===== src/rtl/fbwc_pkg.sv =====
// Shared constants, codes and types of the flash block write coalescer.
package fbwc_pkg;

  localparam int KIND_W          = 2;
  localparam int ADDR_W          = 16;
  localparam int OFFS_W          = 7;
  localparam int DATA_W          = 8;
  localparam int OKIND_W         = 2;
  localparam int VALUE_W         = 16;
  localparam int WADDR_W         = ADDR_W - 1;
  localparam int BLOCK_BYTES_DEF = 32;
  // Slot field wide enough for the largest supported block of 32 bytes
  localparam int SLOT_MAX_W      = 5;
  localparam int QUEUE_DEPTH     = 2;

  localparam logic [ADDR_W-1:0]  NO_BLOCK    = 16'hFFFF;
  localparam logic [VALUE_W-1:0] NO_TARGET   = 16'hFFFF;
  localparam logic [DATA_W-1:0]  ERASED_BYTE = 8'hFF;

  typedef enum logic [KIND_W-1:0] {
    KIND_WRITE  = 2'd0,
    KIND_END    = 2'd1,
    KIND_RESET  = 2'd2,
    KIND_UNUSED = 2'd3
  } in_kind_e;

  typedef enum logic [OKIND_W-1:0] {
    OUT_ADDR  = 2'd0,
    OUT_DATA  = 2'd1,
    OUT_ERASE = 2'd2,
    OUT_PROG  = 2'd3
  } out_kind_e;

  typedef enum logic [1:0] {
    OP_WRITE       = 2'd0,
    OP_FLUSH_WRITE = 2'd1,
    OP_FLUSH       = 2'd2,
    OP_NO_TARGET   = 2'd3
  } op_e;

  typedef struct packed {
    op_e                   op;
    logic [WADDR_W-1:0]    word_addr;
    logic [SLOT_MAX_W-1:0] slot;
    logic [DATA_W-1:0]     data;
  } cmd_t;

endpackage


===== src/rtl/fbwc_if.sv =====
// Valid/ready channel interfaces for write items and result beats.
interface fbwc_in_if import fbwc_pkg::*; ();
  logic                valid;
  logic                ready;
  logic [KIND_W-1:0]   kind;
  logic [ADDR_W-1:0]   call_addr;
  logic [OFFS_W-1:0]   byte_offset;
  logic [DATA_W-1:0]   data_byte;

  modport source (output valid, kind, call_addr, byte_offset, data_byte, input ready);
  modport sink   (input valid, kind, call_addr, byte_offset, data_byte, output ready);
endinterface

interface fbwc_out_if import fbwc_pkg::*; ();
  logic                valid;
  logic                ready;
  logic [OKIND_W-1:0]  out_kind;
  logic [VALUE_W-1:0]  out_value;
  logic                last;

  modport source (output valid, out_kind, out_value, last, input ready);
  modport sink   (input valid, out_kind, out_value, last, output ready);
endinterface


===== src/rtl/fbwc_front.sv =====
// Front end: takes write items, works out block base and slot, decides flushes.
module fbwc_front import fbwc_pkg::*; #(
  parameter int BLOCK_BYTES = BLOCK_BYTES_DEF
) (
  input  logic          clk_i,
  input  logic          rst_ni,
  fbwc_in_if.sink       in_i,
  output logic          push_valid_o,
  input  logic          push_ready_i,
  output cmd_t          push_cmd_o
);

  // Exact division by the block size: q = (x * RecipMul) >> Sh for any x below 2^XW
  localparam int XW = ADDR_W + 1;
  localparam int Sh = XW + $clog2(BLOCK_BYTES);
  localparam int MW = XW + 1;
  localparam int PW = XW + MW;
  localparam logic [MW-1:0] RecipMul =
      MW'(((64'd1 << Sh) + 64'(BLOCK_BYTES) - 64'd1) / 64'(BLOCK_BYTES));
  localparam logic [XW-1:0] BlockX = XW'(BLOCK_BYTES);

  logic              s1_v_q;
  in_kind_e          s1_kind_q;
  logic [ADDR_W-1:0] s1_addr_q;
  logic [OFFS_W-1:0] s1_offs_q;
  logic [DATA_W-1:0] s1_data_q;

  logic              s2_v_q;
  in_kind_e          s2_kind_q;
  logic              s2_first_q;
  logic [DATA_W-1:0] s2_data_q;
  logic [XW-1:0]     s2_qbase_q;
  logic [XW-1:0]     s2_qslot_q;
  logic [XW-1:0]     s2_sum_q;

  logic [ADDR_W-1:0] held_addr_q, held_addr_d;
  logic              held_v_q, held_v_d;
  logic              empty_q, empty_d;

  logic [XW-1:0]     s1_sum;
  logic [PW-1:0]     prod_base, prod_slot;
  logic [ADDR_W-1:0] base;
  logic [XW-1:0]     slot_full;
  logic              push_v;
  cmd_t              cmd;
  logic              s2_fire, s2_free, s1_free, in_fire;

  assign s1_sum    = XW'(s1_addr_q) + XW'(s1_offs_q);
  assign prod_base = PW'(s1_addr_q) * PW'(RecipMul);
  assign prod_slot = PW'(s1_sum) * PW'(RecipMul);

  assign base      = ADDR_W'(s2_qbase_q * BlockX);
  assign slot_full = s2_sum_q - XW'(s2_qslot_q * BlockX);

  always_comb begin
    push_v         = 1'b0;
    cmd.op         = OP_WRITE;
    cmd.word_addr  = held_addr_q[ADDR_W-1:1];
    cmd.slot       = SLOT_MAX_W'(slot_full);
    cmd.data       = s2_data_q;
    held_addr_d    = held_addr_q;
    held_v_d       = held_v_q;
    empty_d        = empty_q;
    case (s2_kind_q)
      KIND_WRITE: begin
        push_v = 1'b1;
        // A call start in another block pushes out the held one first
        if (s2_first_q && held_v_q && (base != held_addr_q)) begin
          cmd.op = OP_FLUSH_WRITE;
        end
        held_addr_d = base;
        held_v_d    = 1'b1;
        empty_d     = 1'b0;
      end
      KIND_END: begin
        if (!empty_q) begin
          push_v      = 1'b1;
          cmd.op      = OP_FLUSH;
          held_addr_d = NO_BLOCK;
          held_v_d    = 1'b0;
          empty_d     = 1'b1;
        end
      end
      KIND_RESET: begin
        push_v = 1'b1;
        cmd.op = OP_NO_TARGET;
      end
      default: ;
    endcase
  end

  assign s2_fire      = s2_v_q && (!push_v || push_ready_i);
  assign s2_free      = !s2_v_q || s2_fire;
  assign s1_free      = !s1_v_q || s2_free;
  assign in_fire      = in_i.valid && s1_free;
  assign in_i.ready   = s1_free;
  assign push_valid_o = s2_v_q && push_v;
  assign push_cmd_o   = cmd;

  always_ff @(posedge clk_i or negedge rst_ni) begin
    if (!rst_ni) begin
      s1_v_q      <= 1'b0;
      s2_v_q      <= 1'b0;
      held_addr_q <= NO_BLOCK;
      held_v_q    <= 1'b0;
      empty_q     <= 1'b1;
    end else begin
      if (s1_free) begin
        s1_v_q <= in_i.valid;
      end
      if (s2_free) begin
        s2_v_q <= s1_v_q;
      end
      if (s2_fire) begin
        held_addr_q <= held_addr_d;
        held_v_q    <= held_v_d;
        empty_q     <= empty_d;
      end
    end
  end

  always_ff @(posedge clk_i) begin
    if (in_fire) begin
      s1_kind_q <= in_kind_e'(in_i.kind);
      s1_addr_q <= in_i.call_addr;
      s1_offs_q <= in_i.byte_offset;
      s1_data_q <= in_i.data_byte;
    end
    if (s1_v_q && s2_free) begin
      s2_kind_q  <= s1_kind_q;
      s2_first_q <= (s1_offs_q == '0);
      s2_data_q  <= s1_data_q;
      s2_qbase_q <= XW'(prod_base >> Sh);
      s2_qslot_q <= XW'(prod_slot >> Sh);
      s2_sum_q   <= s1_sum;
    end
  end

endmodule


===== src/rtl/fbwc_fifo.sv =====
// Short command queue between the front end and the flush engine.
module fbwc_fifo import fbwc_pkg::*; (
  input  logic clk_i,
  input  logic rst_ni,
  input  logic push_valid_i,
  output logic push_ready_o,
  input  cmd_t push_cmd_i,
  output logic pop_valid_o,
  input  logic pop_i,
  output cmd_t pop_cmd_o
);

  localparam int PtrW = $clog2(QUEUE_DEPTH);
  localparam int CntW = $clog2(QUEUE_DEPTH + 1);
  localparam logic [PtrW-1:0] LastPtr = PtrW'(QUEUE_DEPTH - 1);

  cmd_t            slots_q [QUEUE_DEPTH];
  logic [PtrW-1:0] wptr_q, rptr_q;
  logic [CntW-1:0] cnt_q;
  logic            do_push, do_pop;

  assign push_ready_o = (cnt_q != CntW'(QUEUE_DEPTH));
  assign pop_valid_o  = (cnt_q != '0);
  assign pop_cmd_o    = slots_q[rptr_q];
  assign do_push      = push_valid_i && push_ready_o;
  assign do_pop       = pop_i && pop_valid_o;

  always_ff @(posedge clk_i or negedge rst_ni) begin
    if (!rst_ni) begin
      wptr_q <= '0;
      rptr_q <= '0;
      cnt_q  <= '0;
    end else begin
      if (do_push) begin
        wptr_q <= (wptr_q == LastPtr) ? '0 : wptr_q + 1'b1;
      end
      if (do_pop) begin
        rptr_q <= (rptr_q == LastPtr) ? '0 : rptr_q + 1'b1;
      end
      if (do_push && !do_pop) begin
        cnt_q <= cnt_q + 1'b1;
      end else if (do_pop && !do_push) begin
        cnt_q <= cnt_q - 1'b1;
      end
    end
  end

  always_ff @(posedge clk_i) begin
    if (do_push) begin
      slots_q[wptr_q] <= push_cmd_i;
    end
  end

endmodule


===== src/rtl/fbwc_back.sv =====
// Back end: block buffer, byte stores and the flush sequence onto the result port.
module fbwc_back import fbwc_pkg::*; #(
  parameter int BLOCK_BYTES = BLOCK_BYTES_DEF
) (
  input  logic      clk_i,
  input  logic      rst_ni,
  input  logic      cmd_valid_i,
  input  cmd_t      cmd_i,
  output logic      cmd_pop_o,
  fbwc_out_if.source out_o
);

  localparam int SlotW = $clog2(BLOCK_BYTES);
  localparam logic [SlotW-1:0] LastIdx = SlotW'(BLOCK_BYTES - 1);

  typedef enum logic [3:0] {
    ST_IDLE  = 4'b0001,
    ST_DATA  = 4'b0010,
    ST_ERASE = 4'b0100,
    ST_PROG  = 4'b1000
  } back_state_e;

  back_state_e       state_q, state_d;
  cmd_t              cmd_q;
  logic [SlotW-1:0]  idx_q, idx_d;
  logic [DATA_W-1:0] mem [BLOCK_BYTES];
  logic [BLOCK_BYTES-1:0] written_q, written_d;
  logic [DATA_W-1:0] rd_q;
  logic              rdv_q;

  logic              out_valid_q;
  out_kind_e         out_kind_q;
  logic [VALUE_W-1:0] out_value_q;
  logic              out_last_q;

  logic              out_free, load_out, latch_cmd, clear_all;
  logic              we, re;
  logic [SlotW-1:0]  waddr, raddr;
  logic [DATA_W-1:0] wdata, rd_byte;
  out_kind_e         okind;
  logic [VALUE_W-1:0] ovalue;
  logic              olast;

  assign out_free = !out_valid_q || out_o.ready;
  // Slots not stored since the last flush read as erased flash
  assign rd_byte  = rdv_q ? rd_q : ERASED_BYTE;

  always_comb begin
    state_d   = state_q;
    idx_d     = idx_q;
    cmd_pop_o = 1'b0;
    latch_cmd = 1'b0;
    clear_all = 1'b0;
    load_out  = 1'b0;
    okind     = OUT_ADDR;
    ovalue    = '0;
    olast     = 1'b0;
    we        = 1'b0;
    waddr     = cmd_i.slot[SlotW-1:0];
    wdata     = cmd_i.data;
    re        = 1'b0;
    raddr     = '0;
    case (state_q)
      ST_IDLE: begin
        if (cmd_valid_i) begin
          case (cmd_i.op)
            OP_WRITE: begin
              cmd_pop_o = 1'b1;
              we        = 1'b1;
            end
            OP_NO_TARGET: begin
              if (out_free) begin
                cmd_pop_o = 1'b1;
                load_out  = 1'b1;
                ovalue    = NO_TARGET;
                olast     = 1'b1;
              end
            end
            default: begin
              // Start a flush: send the word address, fetch the first byte
              if (out_free) begin
                cmd_pop_o = 1'b1;
                latch_cmd = 1'b1;
                load_out  = 1'b1;
                ovalue    = VALUE_W'(cmd_i.word_addr);
                re        = 1'b1;
                idx_d     = '0;
                state_d   = ST_DATA;
              end
            end
          endcase
        end
      end
      ST_DATA: begin
        if (out_free) begin
          load_out = 1'b1;
          okind    = OUT_DATA;
          ovalue   = VALUE_W'(rd_byte);
          if (idx_q == LastIdx) begin
            state_d = ST_ERASE;
          end else begin
            re    = 1'b1;
            raddr = idx_q + 1'b1;
            idx_d = idx_q + 1'b1;
          end
        end
      end
      ST_ERASE: begin
        if (out_free) begin
          load_out = 1'b1;
          okind    = OUT_ERASE;
          state_d  = ST_PROG;
        end
      end
      ST_PROG: begin
        if (out_free) begin
          load_out  = 1'b1;
          okind     = OUT_PROG;
          olast     = 1'b1;
          clear_all = 1'b1;
          waddr     = cmd_q.slot[SlotW-1:0];
          wdata     = cmd_q.data;
          // The byte that caused the flush lands in the freshly erased buffer
          we        = (cmd_q.op == OP_FLUSH_WRITE);
          state_d   = ST_IDLE;
        end
      end
      default: state_d = ST_IDLE;
    endcase
  end

  always_comb begin
    written_d = clear_all ? '0 : written_q;
    if (we) begin
      written_d[waddr] = 1'b1;
    end
  end

  always_ff @(posedge clk_i or negedge rst_ni) begin
    if (!rst_ni) begin
      state_q     <= ST_IDLE;
      idx_q       <= '0;
      written_q   <= '0;
      out_valid_q <= 1'b0;
    end else begin
      state_q   <= state_d;
      idx_q     <= idx_d;
      written_q <= written_d;
      if (load_out) begin
        out_valid_q <= 1'b1;
      end else if (out_o.ready) begin
        out_valid_q <= 1'b0;
      end
    end
  end

  always_ff @(posedge clk_i) begin
    if (we) begin
      mem[waddr] <= wdata;
    end
    if (re) begin
      rd_q  <= mem[raddr];
      rdv_q <= written_q[raddr];
    end
    if (latch_cmd) begin
      cmd_q <= cmd_i;
    end
    if (load_out) begin
      out_kind_q  <= okind;
      out_value_q <= ovalue;
      out_last_q  <= olast;
    end
  end

  assign out_o.valid     = out_valid_q;
  assign out_o.out_kind  = out_kind_q;
  assign out_o.out_value = out_value_q;
  assign out_o.last      = out_last_q;

endmodule


===== src/rtl/flash_block_write_coalescer_unit.sv =====
// Top level of the flash block write coalescer.
// Byte writes are gathered into a BLOCK_BYTES block buffer that reads as 0xFF
// while empty. A write item passes a two-stage front end (block base and slot
// by reciprocal multiplication, then flush decision) into a two-entry command
// queue, so with the back end free one item is taken every cycle, each held in
// both stages before the push. A flush (a call start in a new block,
// or an end item with data held) occupies the back end for BLOCK_BYTES + 3
// result beats, one per cycle while the sink is ready: word address, every
// buffer byte, erase trigger and program trigger, the last one flagged. The
// front end keeps taking items until the queue fills. A reset-target item
// gives the single beat 0xFFFF. Per-slot valid bits clear the whole buffer
// when the program trigger is sent, so there is no clearing pass after reset.
module flash_block_write_coalescer_unit import fbwc_pkg::*; #(
  parameter int BLOCK_BYTES = BLOCK_BYTES_DEF
) (
  input  logic       clk_i,
  input  logic       rst_ni,
  fbwc_in_if.sink    in_i,
  fbwc_out_if.source out_o
);

  logic push_valid, push_ready, pop_valid, pop;
  cmd_t push_cmd, pop_cmd;

  fbwc_front #(.BLOCK_BYTES(BLOCK_BYTES)) u_front (
    .clk_i        (clk_i),
    .rst_ni       (rst_ni),
    .in_i         (in_i),
    .push_valid_o (push_valid),
    .push_ready_i (push_ready),
    .push_cmd_o   (push_cmd)
  );

  fbwc_fifo u_fifo (
    .clk_i        (clk_i),
    .rst_ni       (rst_ni),
    .push_valid_i (push_valid),
    .push_ready_o (push_ready),
    .push_cmd_i   (push_cmd),
    .pop_valid_o  (pop_valid),
    .pop_i        (pop),
    .pop_cmd_o    (pop_cmd)
  );

  fbwc_back #(.BLOCK_BYTES(BLOCK_BYTES)) u_back (
    .clk_i       (clk_i),
    .rst_ni      (rst_ni),
    .cmd_valid_i (pop_valid),
    .cmd_i       (pop_cmd),
    .cmd_pop_o   (pop),
    .out_o       (out_o)
  );

endmodule


===== src/flat_wrapper.sv =====
// flat-port wrapper written by rule: the top's interface ports become plain ports
module flash_block_write_coalescer_unit_flat import fbwc_pkg::*;
#(
  parameter int BLOCK_BYTES = BLOCK_BYTES_DEF
)
  (clk_i, rst_ni, in_i_valid, in_i_kind, in_i_call_addr, in_i_byte_offset, in_i_data_byte, in_i_ready, out_o_valid, out_o_out_kind, out_o_out_value, out_o_last, out_o_ready);
  fbwc_in_if in_i_i ();
  fbwc_out_if out_o_i ();
  input  logic clk_i;
  input  logic rst_ni;
  input wire logic [$bits(in_i_i.valid)-1:0] in_i_valid;
  input wire logic [$bits(in_i_i.kind)-1:0] in_i_kind;
  input wire logic [$bits(in_i_i.call_addr)-1:0] in_i_call_addr;
  input wire logic [$bits(in_i_i.byte_offset)-1:0] in_i_byte_offset;
  input wire logic [$bits(in_i_i.data_byte)-1:0] in_i_data_byte;
  output wire logic [$bits(in_i_i.ready)-1:0] in_i_ready;
  output wire logic [$bits(out_o_i.valid)-1:0] out_o_valid;
  output wire logic [$bits(out_o_i.out_kind)-1:0] out_o_out_kind;
  output wire logic [$bits(out_o_i.out_value)-1:0] out_o_out_value;
  output wire logic [$bits(out_o_i.last)-1:0] out_o_last;
  input wire logic [$bits(out_o_i.ready)-1:0] out_o_ready;
  assign in_i_i.valid = in_i_valid;
  assign in_i_i.kind = in_i_kind;
  assign in_i_i.call_addr = in_i_call_addr;
  assign in_i_i.byte_offset = in_i_byte_offset;
  assign in_i_i.data_byte = in_i_data_byte;
  assign in_i_ready = in_i_i.ready;
  assign out_o_valid = out_o_i.valid;
  assign out_o_out_kind = out_o_i.out_kind;
  assign out_o_out_value = out_o_i.out_value;
  assign out_o_last = out_o_i.last;
  assign out_o_i.ready = out_o_ready;
  flash_block_write_coalescer_unit #(.BLOCK_BYTES(BLOCK_BYTES)) u_core (.clk_i(clk_i), .rst_ni(rst_ni), .in_i(in_i_i), .out_o(out_o_i));
endmodule

===== config.mk =====
export PLATFORM = sky130hd
export DESIGN_NAME = flash_block_write_coalescer_unit_flat
export DESIGN_NICKNAME = d
export VERILOG_FILES = /design/src/rtl/fbwc_pkg.sv /design/src/rtl/fbwc_if.sv /design/src/rtl/fbwc_front.sv /design/src/rtl/fbwc_fifo.sv /design/src/rtl/fbwc_back.sv /design/src/rtl/flash_block_write_coalescer_unit.sv /design/src/flat_wrapper.sv
export SDC_FILE = /design/constraint.sdc
export NUM_CORES = 1
export LEC_CHECK = 0
export BUFFER_PORTS_ARGS = -buffer_cell sky130_fd_sc_hd__buf_4
export CORE_UTILIZATION = 65
export DETAILED_ROUTE_END_ITERATION = 6
export GPL_ROUTABILITY_DRIVEN = 1
export PLACE_DENSITY_LB_ADDON = 0.08
export RECOVER_POWER = 100
export SYNTH_ARGS = -nofsm -noshare
export SYNTH_HDL_FRONTEND = slang
export SYNTH_HIERARCHICAL = 1
export SYNTH_SLANG_ARGS = --single-unit

===== constraint.sdc =====
create_clock -name clk_i -period 5.25 [get_ports clk_i]
set_input_delay 0.7875 -clock clk_i [delete_from_list [all_inputs] [get_ports clk_i]]
set_output_delay 0.7875 -clock clk_i [all_outputs]
set_load 0.03 [all_outputs]

* Word-level counts from Yosys, hierarchy flattened
Memory sizes are Yosys's and may differ from the RTL's. A register that Yosys moved wholly into a read port is not among the register bits.
Index checks and enable logic that the tools add are counted.
** Cells by class
- $add $sub $neg :: 7
- $lt $le $gt $ge :: 3
- Equality and inequality tests :: 20
- Muxes and demuxes :: 79
- Bitwise operators :: 1
- Reductions and logical operators :: 36
** Operator list (number)
- case mux 16 bit (2 select lines) :: 3
- two-way mux 32 bit :: 2
- two-way mux 5 bit :: 10
- two-way mux 16 bit :: 3
- two-way mux 8 bit :: 4
- OR 32 bit :: 1
- two-way mux 1 bit :: 31
- two-way mux 4 bit :: 7
- != test 2 bit, second input constant :: 9
- != test 16 bit :: 1
- case mux 4 bit (4 select lines) :: 1
- two-way mux 15 bit :: 1
- case mux 1 bit (2 select lines) :: 7
- < comparator 5 x 6 -> 1 bit, second input constant :: 2
- case mux 2 bit (3 select lines) :: 2
- logical AND 1 bit :: 11
- two-way mux 2 bit :: 5
- case mux 5 bit (2 select lines) :: 1
- nonzero test 2 bit :: 5
- zero test 7 bit :: 1
- AND reduction 7 bit :: 1
- zero test 1 bit :: 6
- AND reduction 6 bit :: 1
- adder 5 x 1 -> 5 bit, second input constant :: 1
- 22 further kinds :: 30
** Word-level totals
- Bits in registers :: 161
- RAM bits :: 316
- Logic and storage cells :: 176
- Memories :: 2
** Memory list
- u_core.u_back.mem :: words 32, bits a word 8, rd ports 1, clocked after Yosys merged registers in 1, write ports 1, line fbwc_back.sv:26 : logic [DATA_W-1:0] mem [BLOCK_BYTES];
- u_core.u_fifo.slots_q :: words 2, bits a word 30, rd ports 1, clocked after Yosys merged registers in 0, write ports 1, line fbwc_fifo.sv:17 : cmd_t slots_q [QUEUE_DEPTH];

* Depth between registers and ports, before layout
Gate-level depths: netlist (run 1).
- Depth after elaboration :: 10
- Gate-level depth with buffers :: 11
- Gate-level depth less buffers :: 10

* Modules after synthesis
Netlist (run 1), hierarchy kept.
** Modules (own cells, without submodules)
- fbwc_back :: times used 1, cells each 1027, area an instance 14616.5 um2, seq. area each 10030.9 um2
- fbwc_front :: times used 1, cells each 147, area an instance 2788.9 um2, seq. area each 2218.4 um2
- fbwc_fifo :: times used 1, cells each 111, area an instance 2384.8 um2, seq. area each 1901.8 um2

* Worst setup path after synthesis (run 1)
OpenSTA, ideal clock, no wires.
- Path type :: input to register
- Start :: input port out_o_ready
- End :: memory u_core.u_back.mem[14][0] (enable)
- Setup time :: 0.383 ns
- Data arrival time :: 2.770 ns
- Data required time :: 4.867 ns
- Path slack :: 2.096 ns
- Stages :: 8
- Buffers on the path :: 3
- Cell sequence :: nand2b_1 > buf_2 > nand3_1 > buf_2 > mux2i_1 > nand2_1 > clkbuf_1 > nor3_1
** On the way
- Word-level cells in the longest chain between the ends :: 5
- Elaborated cells on any way between the ends :: 7
- Classes of those cells :: mux (6); reduce/logical (1)
** RTL lines
- start: declaration :: line flat_wrapper.sv:21 : input wire logic [$bits(out_o_i.ready)-1:0] out_o_ready;
- logical OR 1 bit * :: line fbwc_back.sv:44 : assign out_free = !out_valid_q || out_o.ready;
- two-way mux 1 bit :: line fbwc_back.sv:116 : if (out_free) begin
- case mux 1 bit (2 select lines) :: line fbwc_back.sv:63 : case (state_q)
- two-way mux 1 bit :: line fbwc_back.sv:158 : if (we) begin
- two-way mux 1 bit (implied by the code) :: line fbwc_back.sv:159 : mem[waddr] <= wdata;
- end: declaration :: line fbwc_back.sv:26
Every way passes the cells marked *; elsewhere a longest branch is shown, timed or not.

* Worst setup path in the final report (run 1)
- Start :: register u_core.u_back.idx_q[0]
- End :: register u_core.u_back.rdv_q, data pin
** On the way
- Word-level cells in the longest chain between the ends :: 6
- Elaborated cells on any way between the ends :: 7
- Classes of those cells :: add/sub (1); eq/ne (1); mux (5)
** RTL lines
- start: declaration :: line fbwc_back.sv:25 : logic [SlotW-1:0] idx_q, idx_d;
- start signal: assignment :: line fbwc_back.sv:147 : idx_q <= idx_d;
- adder 5 x 1 -> 5 bit / equality test 5 bit (equally long branches) :: line fbwc_back.sv:103, fbwc_back.sv:99
- two-way mux 5 bit * :: line fbwc_back.sv:99 : if (idx_q == LastIdx) begin
- two-way mux 5 bit * :: line fbwc_back.sv:95 : if (out_free) begin
- two-way mux 5 bit * :: line fbwc_back.sv:63
- binary-select mux 1 bit (select 5 bit) * :: line fbwc_back.sv:163 : rdv_q <= written_q[raddr];
- two-way mux 1 bit (implied by the code) * :: line fbwc_back.sv:163
- end signal: assignment :: line fbwc_back.sv:163
- end: declaration :: line fbwc_back.sv:29 : logic rdv_q;
Every way passes the cells marked *; elsewhere a longest branch is shown, timed or not. The select of a mux whose other input is x is not followed.
A chain may end at the register's enable or synchronous reset.

==> flow_summary.json, run 1 <==
{
  "synth-seq-area-share_pct": 71.5,
  "die_w_um": 176,
  "gp_congestion": 0.929,
  "required_ps": 5520,
  "syn_area_um2": 19800,
  "via_count": 11400,
  "worst-path-max-fanout": 32,
  "synth_cell_types": 65,
  "cts_setup_buffers": 0,
  "wl_um": 42600,
  "combinationalPowerShare_pct": 24.7,
  "synth-seq-cells": 481,
  "die_area_um2": 31100,
  "ctsResizeCount": 0,
  "grt_pass1_wl_um": 65500,
  "path_buf_inv": 1,
  "p_leak_nw": 7.37,
  "die_h_um": 176,
  "first_pass_iters": 7,
  "post_drt_wl_per_cell_um": 24.1,
  "cts_made_buffers": 46,
  "slowest_delay_ps": 1160,
  "syn_to_final_growth_pct": 10.5,
  "dpl.hpwl_um": 26700,
  "worstPathCellList": "ha_2 -> and3_1 -> ha_1 -> clkinv_1 -> nand3_1 -> nor3_1 -> nor3b_1 -> or4_1",
  "ctsHoldBuffers": 0,
  "critPathKind": "flop to flop",
  "worstSkewPairLatency_ps": 550,
  "coreArea_um2": 29800,
  "rows": 63,
  "cts-root-buf": "clkbuf_16",
  "fin_skew_ps": 16.7,
  "period_share_pct": 81.4,
  "p_per_area_nw_per_um2": 538,
  "power.switching_mw": 3.69,
  "async_flop_share_pct": 12.9,
  "outcome": "complete, but fails checks",
  "rsz0062_at_grt": "no",
  "cts_tree": "built",
  "drive_above_1_share_pct": 14.9,
  "cts.sinks": 481,
  "failed_checks": "design-rule violations, max-capacitance violations, max-slew violations",
  "design.final.nets": 1382,
  "slew_violations": 95,
  "crit_family": "simple AND/OR/NAND/NOR gates",
  "cts_buffer_depth": 3,
  "synth_cells": 1285,
  "drtIter0Drc": 1460,
  "io_buffers": 57,
  "swShare_pct": 31.4,
  "place_area_um2": 20500,
  "ir_worst_vdd_uv": 327,
  "pwr-share-clk_pct": 27.6,
  "critPathCaptureType": "flop",
  "setup_viol": 0,
  "overflow": 0,
  "vias_per_cell": 6.48,
  "worst-r2r-setup-slack_ps": 980,
  "grt_max_degree": 63,
  "worst_setup_hold_path_clk_slew_ps": 70,
  "n_antenna_cell": 0,
  "drtAntennaViolNets": 0,
  "ys.flop_type": "edfxtp_1",
  "worst_pin_slew_ps": 1850,
  "grt_pass1_vias": 11000,
  "post-route-drc-count": 1,
  "antenna_found_initial": 0,
  "cp_data_arrival_time_ps": 4550,
  "avgSynthCellArea_um2": 15.4,
  "setup_tns_ps": 0,
  "start_util_pct": 66.4,
  "start_kind": "flop",
  "maxCapViolCount": 3,
  "synth-edff-count": 419,
  "grt_usage_pct": 28.3,
  "seqPwrFrac_pct": 47.7,
  "intPower_mw": 8.08,
  "htreeDepth": 2,
  "fin_crit_ps": 4270,
  "max_freq_mhz": 234,
  "synth_fp_nets": 1332,
  "crit_slowest_cell": "dfrtp_1",
  "hold_viol": 0,
  "hold_path_class": "input pin to async pin",
  "io_pins": 58,
  "maxSlewHeadroom_pct": -23.5,
  "fin_area_um2": 21900,
  "yosysWarningCount": 6
}
-- per-stage QoR --
step	power [mW]	hold slack (ps)	cells	worst slack, ps	util [%]
2_1_floorplan	7.60	400	1285	2100	-
3_3_place_gp	8.58	401	1677	1460	68.9
3_5_place_dp	8.67	405	1677	1350	68.9
4_1_cts	11.9	347	1762	1650	74.0
5_1_grt	12.2	388	1762	703	73.4
6_report	11.8	331	1762	977	73.4
-- cell usage after synthesis, types with 3 or more instances --
master | instances | area, um^2
edfxtp_1 | 419 | 12600
nand2_1 | 118 | 443
o21ai_0 | 77 | 385
nor2_1 | 68 | 255
mux2_2 | 54 | 608
dfrtp_1 | 48 | 1200
a21oi_1 | 47 | 235
clkbuf_1 | 47 | 176
mux2i_1 | 40 | 400
mux4_2 | 36 | 811
nand2b_1 | 30 | 188
inv_1 | 24 | 90.1
o41ai_1 | 22 | 193
buf_2 | 21 | 105
nor3_1 | 21 | 105
xnor2_1 | 21 | 184
dfstp_2 | 14 | 368
a31oi_1 | 10 | 62.6
nor2b_1 | 10 | 62.6
nor4_1 | 10 | 62.6
a22o_1 | 9 | 78.8
ha_1 | 9 | 113
a2111o_1 | 8 | 90.1
nand3_1 | 8 | 40.0
o22a_1 | 8 | 70.1
a2bb2oi_1 | 7 | 61.3
a211oi_1 | 6 | 45.0
and2_1 | 6 | 37.5
buf_4 | 6 | 45.0
buf_6 | 6 | 67.6
nand4_1 | 6 | 37.5
o211ai_1 | 5 | 37.5
or2_2 | 5 | 31.3
xor2_1 | 5 | 43.8
buf_1 | 4 | 15.0
o2111ai_1 | 4 | 35.0
a21o_1 | 3 | 22.5
a311oi_1 | 3 | 26.3
o22a_2 | 3 | 30.0
o32a_1 | 3 | 30.0
o32ai_1 | 3 | 26.3
-- logic make-up (layout without fill, tap and decap cells) --
kind of cell / after synthesis / after routing / synth area share (%)
AOI/OAI and AO/OA: 228 / 228 / 7.62
xor gates and xnor gates: 26 / 26 / 1.15
adders and majority gates: 10 / 10 / 0.670
buffers and inverters: 109 / 196 / 2.54
DFF: 481 / 481 / 71.5
muxes: 130 / 130 / 9.19
and+or+nand+nor: 301 / 301 / 7.32
-- metal layers --
| metal | vias to the layer above | wire (um) | GRT usage, % |
|---|---|---|---|
| met5 | - | 0 | 0 |
| met4 | 0 | 885 | 7.47 |
| met3 | 85 | 3980 | 5.12 |
| met2 | 590 | 20100 | 43.4 |
| met1 | 5740 | 17600 | 42.3 |
| li1 | 5009 | - | - |
-- state kept, by name (all words and copies together), names as in the netlist, 2 cells and up --
| name | count |
|---|---|
| u_core/u_back/mem | 256 |
| u_core/u_fifo/slots_q | 60 |
| u_core/u_back/written_q | 32 |
| u_core/u_back/out_o.out_value | 16 |
| u_core/u_front/s1_addr_q | 16 |
| u_core/u_back/cmd_q | 15 |
| u_core/u_front/held_addr_q | 12 |
| u_core/u_front/s2_qbase_q | 11 |
| u_core/u_back/rd_q | 8 |
| u_core/u_front/s1_data_q | 8 |
| u_core/u_front/s2_data_q | 8 |
| u_core/u_front/s1_offs_q | 7 |
| u_core/u_back/idx_q | 5 |
| u_core/u_front/s2_sum_q | 5 |
| u_core/u_back/state_q | 4 |
| u_core/u_back/out_o.out_kind | 2 |
| u_core/u_fifo/cnt_q | 2 |
| u_core/u_front/s1_kind_q | 2 |
| u_core/u_front/s2_kind_q | 2 |
-- path summary, 6_finish.rpt --
| check | cells past startpoint | end | start |
|---|---|---|---|
| min in group clk_i | 0 | u_core/u_front/s2_data_q[5] | u_core/u_front/s1_data_q[5] |
| worst min register to register | 0 | u_core/u_front/s2_data_q[5] | u_core/u_front/s1_data_q[5] |
| max in group asynchronous | 1 | u_core/u_back/written_q[16] | rst_ni |
| worst max register to register | 8 | u_core/u_back/rdv_q | u_core/u_back/idx_q[0] |
| worst max-delay path | 8 | u_core/u_back/rdv_q | u_core/u_back/idx_q[0] |
| worst min-delay path | 1 | u_core/u_front/s1_v_q | rst_ni |
-- power by group through the flow --
stage	Sequential, mW	Combinational [mW]	Clock [mW]
3_3_place_gp	5.65	2.93	0
4_1_cts	5.61	3.01	3.30
2_1_floorplan	5.69	1.91	0
5_1_grt	5.67	3.13	3.45
6_report	5.61	2.91	3.25
3_5_place_dp	5.68	2.99	0
-- cell usage in the layout, fill, tap and decap left out, types with 17 or more instances in the layout --
cell / instances
nor3_1: 21
o21ai_0: 77
mux4_2: 36
inv_1: 23
nand2b_1: 31
mux2_1: 24
xnor2_1: 20
dfrtp_1: 48
mux2i_1: 40
clkbuf_16: 47
buf_4: 17
nand2_1: 118
o41ai_1: 22
edfxtp_1: 419
a21oi_1: 48
mux2_2: 30
nor2_1: 67
clkbuf_4: 33
clkbuf_1: 45
-- worst reg2reg max path: stages (launching register included) --
cell	delay (ps)
dfrtp_1	1160
ha_2	440
and3_1	170
ha_1	400
clkinv_1	360
nand3_1	500
nor3_1	310
nor3b_1	250
or4_1	410
-- cell type report --
| class | count | area (um^2) |
|---|---|---|
| clock buffer | 64 | 1320 |
| clock inverter | 21 | 180 |
| fill | 1891 | 7920 |
| inverter | 25 | 93.8 |
| multi-input combinational | 695 | 5130 |
| sequential | 481 | 14200 |
| tap | 390 | 488 |
| timing repair buffer | 86 | 510 |
(Power assumes the default switching activity.)
==> inputs of run 2 (changes only) <==
--- a/config.mk
+++ b/config.mk
@@ -6,7 +6,7 @@
 export NUM_CORES = 1
 export LEC_CHECK = 0
 export BUFFER_PORTS_ARGS = -buffer_cell sky130_fd_sc_hd__buf_4
-export CORE_UTILIZATION = 65
+export CORE_UTILIZATION = 56
 export DETAILED_ROUTE_END_ITERATION = 6
 export GPL_ROUTABILITY_DRIVEN = 1
 export PLACE_DENSITY_LB_ADDON = 0.08
==> constraint.sdc (replaced) <==
create_clock -name clk_i -period 3.45 [get_ports clk_i]
set_input_delay 0.5175 -clock clk_i [delete_from_list [all_inputs] [get_ports clk_i]]
set_output_delay 0.5175 -clock clk_i [all_outputs]
set_load 0.03 [all_outputs]
==> run 2 against run 1 <==
Net effect: the flow finishes with violations (max-capacitance violations, max-slew violations); hold slack worse by 190 ps; clock-buffer cell count increased by 3; cell count is 6.5% higher; power is 58% higher; wire length grew 1.8%; combinational power increased by 57%; via count shrank 1.6%; sequential share of layout area is 1.5 points lower; sequential cell count unchanged; fmax up 36%.
==> flow_summary.json, run 2 (synthesis gave the netlist of run 1 again) <==
{
  "holdPathStages": 1,
  "hold_path_class": "input pin to flop",
  "grt_pass1_vias": 11100,
  "grt_usage_pct": 24.7,
  "setup_ws_ps": 313,
  "gp_congestion": 0.906,
  "ctsResizeCount": 0,
  "max_freq_mhz": 319,
  "start_util_pct": 57.2,
  "htreeDepth": 2,
  "antenna_found_initial": 4,
  "cts_setup_buffers": 0,
  "largest_register": "u_core/u_back/mem",
  "drtIter0Drc": 1283,
  "p_leak_nw": 7.60,
  "die_area_um2": 36100,
  "path_buf_inv": 3,
  "ctsHoldBuffers": 0,
  "first_pass_iters": 5,
  "coreArea_um2": 34600,
  "layout_common_cells": "edfxtp_1, nand2_1, o21ai_0, nor2_1, clkbuf_1",
  "intPower_mw": 12.8,
  "cts-root-buf": "clkbuf_16",
  "period_share_pct": 90.9,
  "rr_worst_depth": 9,
  "cts_tree": "built",
  "design.final.nets": 1426,
  "worst_setup_hold_path_clk_slew_ps": 60,
  "rsz0062_at_grt": "no",
  "slowest_delay_ps": 470,
  "final_common_cell": "edfxtp_1",
  "syn_to_final_growth_pct": 13.2,
  "crit_slowest_cell": "clkbuf_1",
  "post_drt_wl_per_cell_um": 23.1,
  "combinationalPowerShare_pct": 24.5,
  "worst_pin_slew_ps": 1900,
  "dpl.hpwl_um": 26900,
  "pre_cts_slack_ps": 462,
  "ir_worst_vdd_uv": 506,
  "die_h_um": 190,
  "wl_um": 43300,
  "via_count": 11200,
  "io_pins": 58,
  "failed_checks": "max-capacitance violations, max-slew violations",
  "top_regs": "u_core/u_back/mem: 256 flops, u_core/u_fifo/slots_q: 60 flops, u_core/u_back/written_q: 32 flops",
  "pwr-share-clk_pct": 29.9,
  "drtAntennaViolNets": 0,
  "required_ps": 3660,
  "outcome": "complete, but fails checks",
  "cp.depth": 9,
  "largest_register_ffs": 256,
  "crit_family": "buffers and inverters",
  "power.switching_mw": 5.72,
  "maxCapViolCount": 3,
  "cts.sinks": 481,
  "worstSkewPairLatency_ps": 570,
  "io_buffers": 57,
  "setup_viol": 0,
  "vias_per_cell": 5.99,
  "fin_skew_ps": 12.4,
  "cts_buffer_depth": 3,
  "overflow": 0,
  "critPathKind": "flop to flop",
  "die_w_um": 190,
  "start_kind": "flop",
  "worstPathCellList": "mux2_1 -> inv_1 -> ha_1 -> nand3_1 -> o32ai_1 -> nand2_1 -> clkbuf_2 -> nor3_1 -> clkbuf_1",
  "cts_made_buffers": 49,
  "seqPwrFrac_pct": 45.6,
  "swShare_pct": 30.8,
  "fin_crit_ps": 3140,
  "setup_tns_ps": 0,
  "hold_viol": 0,
  "rows": 68,
  "slew_violations": 114,
  "critPathCaptureType": "flop",
  "p_per_area_nw_per_um2": 829,
  "cp_data_arrival_time_ps": 3340,
  "post-route-drc-count": 0,
  "final_util_pct": 64.7,
  "drive_above_1_share_pct": 16.8,
  "worst-path-max-fanout": 14,
  "maxSlewHeadroom_pct": -26.4,
  "grt_pass1_wl_um": 66400,
  "grt_max_degree": 102
}
-- run 2: changes by cell type in the layout (fill, tap and decap cells not counted), sizes merged --
cell	delta
clkbuf	+36
clkinv	-1
diode	+1
buf	+8
inv	+1
bufinv	+4
-- run 2: power groups by stage --
stage | Clock [mW] | Sequential [mW] | Combinational, mW
final | 5.55 | 8.47 | 4.56
after detailed placement | 0 | 8.59 | 4.76
after global routing | 5.86 | 8.58 | 4.91
after CTS | 5.66 | 8.48 | 4.79
after floorplan | 0 | 8.66 | 2.90
after global placement | 0 | 8.56 | 4.70
-- run 2: path summary, 6_finish.rpt --
check	from	end	slack [ps]
hold / removal	in_i_call_addr[6]	u_core/u_front/s1_addr_q[6]	140
min in group asynchronous	rst_ni	u_core/u_front/s1_v_q	360
max in group asynchronous	rst_ni	u_core/u_back/idx_q[0]	1900
hold reg to reg	u_core/u_front/s1_data_q[5]	u_core/u_front/s2_data_q[5]	420
setup reg to reg	u_core/u_fifo/rptr_q	u_core/u_back/mem[20][6]	310
setup / recovery	u_core/u_fifo/rptr_q	u_core/u_back/mem[20][6]	310
-- run 2: layout make-up --
type,instances,area [um^2]
Inverter,25,93.8
Antenna cell,1,2.50
Tap cell,455,569
Timing Repair Buffer,127,747
Multi-Input combinational cell,695,5120
Clock buffer,67,1400
Clock inverter,25,323
Sequential cell,481,14200
Fill cell,2548,12200
-- run 2: per-layer routing --
layer | vias to the layer above | wire length, um | track usage (%)
li1 | 5103 | - | -
met1 | 5674 | 19200 | 36.6
met2 | 387 | 20000 | 37.6
met3 | 76 | 3070 | 4.15
met4 | 0 | 1060 | 7.94
met5 | - | 0 | 0
-- run 2: per-stage QoR --
stage / cell area, um^2 / hold slack [ps] / power (mW) / cells
floorplan: 19800 / 222 / 11.6 / 1285
global placement: 21000 / 400 / 13.3 / 1783
detailed placement: 21000 / 405 / 13.4 / 1783
CTS: 22700 / 54.8 / 18.9 / 1875
global route: 22400 / 116 / 19.4 / 1875
finish: 22400 / 141 / 18.6 / 1876
==> inputs of run 3 (changes only) <==
--- a/config.mk
+++ b/config.mk
@@ -9,7 +9,7 @@
 export CORE_UTILIZATION = 56
 export DETAILED_ROUTE_END_ITERATION = 6
 export GPL_ROUTABILITY_DRIVEN = 1
-export PLACE_DENSITY_LB_ADDON = 0.08
+export PLACE_DENSITY = 0.75
 export RECOVER_POWER = 100
 export SYNTH_ARGS = -nofsm -noshare
 export SYNTH_HDL_FRONTEND = slang
==> run 3 against run 2 <==
Net effect: the flow still finishes with violations (max-capacitance violations, max-slew violations); sequential share of layout area rose by 1.1 points; utilization fell by 1.1 points; worst setup slack got worse by 33 ps; power fell by 5.3%; via count rose by 0.94%; highest routed layer unchanged; fmax fell by 1.0%; clock power fell by 18%; first-iteration DRC count fell by 9.2%; non-clock buffer count fell by 7; combinational power barely moved.
==> flow_summary.json, run 3 (synthesis gave the netlist of run 1 again) <==
{
  "outcome": "complete, but fails checks",
  "failed_checks": "max-capacitance violations, max-slew violations",
  "ctsHoldBuffers": 0,
  "hold_viol": 0,
  "post-route-drc-count": 0,
  "top_regs": "u_core/u_back/mem: 256 flops, u_core/u_fifo/slots_q: 60 flops, u_core/u_back/written_q: 32 flops",
  "critPathCaptureType": "flop",
  "critPathKind": "flop to flop",
  "period_share_pct": 91.9,
  "antenna_found_initial": 0,
  "worst_pin_slew_ps": 1790,
  "fin_skew_ps": 12.6,
  "die_area_um2": 36100,
  "io_pins": 58,
  "cts_buffer_depth": 3,
  "wl_um": 43300,
  "dpl.hpwl_um": 27100,
  "cp_data_arrival_time_ps": 3460,
  "io_buffers": 57,
  "worst_setup_hold_path_clk_slew_ps": 60,
  "start_util_pct": 57.2,
  "maxSlewHeadroom_pct": -19.3,
  "die_h_um": 190,
  "coreArea_um2": 34600,
  "worstSkewPairLatency_ps": 560,
  "first_pass_iters": 7,
  "final_common_cell": "edfxtp_1",
  "cts-root-buf": "clkbuf_16",
  "cts.sinks": 481,
  "cts_setup_buffers": 0,
  "grtUsageMet3_pct": 4.33,
  "overflow": 0,
  "required_ps": 3740,
  "htreeDepth": 2,
  "timing.hold.ws_ps": 160,
  "p_per_area_nw_per_um2": 799,
  "ir_worst_vdd_uv": 469,
  "n_antenna_cell": 0,
  "layout_common_cells": "edfxtp_1, nand2_1, o21ai_0, clkbuf_1, nor2_1",
  "final_util_pct": 63.6,
  "ctsResizeCount": 0,
  "hold_path_class": "input pin to flop",
  "fin_crit_ps": 3170,
  "worst-path-max-fanout": 33,
  "rsz0062_at_grt": "no",
  "setup_tns_ps": 0,
  "use_met2_pct": 37.9,
  "drive_above_1_share_pct": 15.1,
  "cts_tree": "built",
  "design.final.nets": 1417,
  "syn_to_final_growth_pct": 11.3,
  "grt_pass1_vias": 11200,
  "drtIter0Drc": 1165,
  "cts_made_buffers": 47,
  "grtUsageMet1_pct": 35.9,
  "maxCapViolCount": 2,
  "largest_register": "u_core/u_back/mem",
  "gp_congestion": 0.914,
  "start_kind": "flop",
  "max_freq_mhz": 315,
  "grt_usage_pct": 24.6,
  "vias_per_cell": 6.09,
  "worst-r2r-setup-slack_ps": 280,
  "post_drt_wl_per_cell_um": 23.2,
  "busiest_layer": "met2",
  "grt_pass1_wl_um": 66200,
  "slew_violations": 97,
  "setup_viol": 0,
  "die_w_um": 190,
  "p_leak_nw": 7.40,
  "grt_max_degree": 134,
  "layout.cells.non_filler": 1862,
  "via_count": 11300,
  "rows": 68,
  "drtAntennaViolNets": 0,
  "placed_cells": 1776,
  "largest_register_ffs": 256
}
run 3: cell count changes in the layout (fill, tap and decap cells not counted), sizes merged:
cell	change
inv	-1
bufinv	-7
clkbuf	-15
diode	-1
clkinv	+6
clkinvlp	-2
buf	+6
run 3: critical path, stage by stage, from the launching register on:
cell      delay [ps]
dfrtp_1          520
and2b_1          360
nand3_2          310
clkbuf_2         560
mux2_1           820
buf_12           310
run 3: through the flow:
stage          worst slack [ps]  total power, mW  area, um^2
5_1_grt                     123             18.3       22000
4_1_cts                     466             17.9       22300
2_1_floorplan               447             11.6       19800
3_3_place_gp                549             13.2       21000
6_report                    280             17.6       22000
3_5_place_dp                480             13.3       21000
run 3: metal layers:
layer | part of all wire (%) | wire length [um]
met4 | 2.9 | 1260
met2 | 46 | 20100
met5 | 0 | 0
met1 | 43 | 18500
met3 | 8.0 | 3480
run 3: layout make-up:
cell class                      count  area (um^2)
Clock buffer                       65         1240
Clock inverter                     21         92.6
Fill cell                        2476        12600
Inverter                           25         93.8
Multi-Input combinational cell    695         5120
Sequential cell                   481        14200
Tap cell                          455          569
Timing Repair Buffer              120          744
run 3: power breakdown:
group | internal (mW) | total (mW) | switching [mW]
combinational | 1.47 | 4.54 | 3.07
clock | 2.51 | 4.54 | 2.03
sequential | 8.01 | 8.50 | 0.494
total | 12.0 | 17.6 | 5.60
run 3: path summary, 6_finish.rpt:
| path | start | end | cells past startpoint |
|---|---|---|---|
| max in group asynchronous | rst_ni | u_core/u_back/idx_q[0] | 1 |
| worst max-delay path | u_core/u_back/state_q[2] | u_core/u_back/mem[27][3] | 5 |
| worst min-delay path | in_i_call_addr[6] | u_core/u_front/s1_addr_q[6] | 1 |
| min in group asynchronous | rst_ni | u_core/u_front/s1_v_q | 1 |
| worst max register to register | u_core/u_back/state_q[2] | u_core/u_back/mem[27][3] | 5 |
| worst min register to register | u_core/u_front/s1_data_q[1] | u_core/u_front/s2_data_q[1] | 0 |
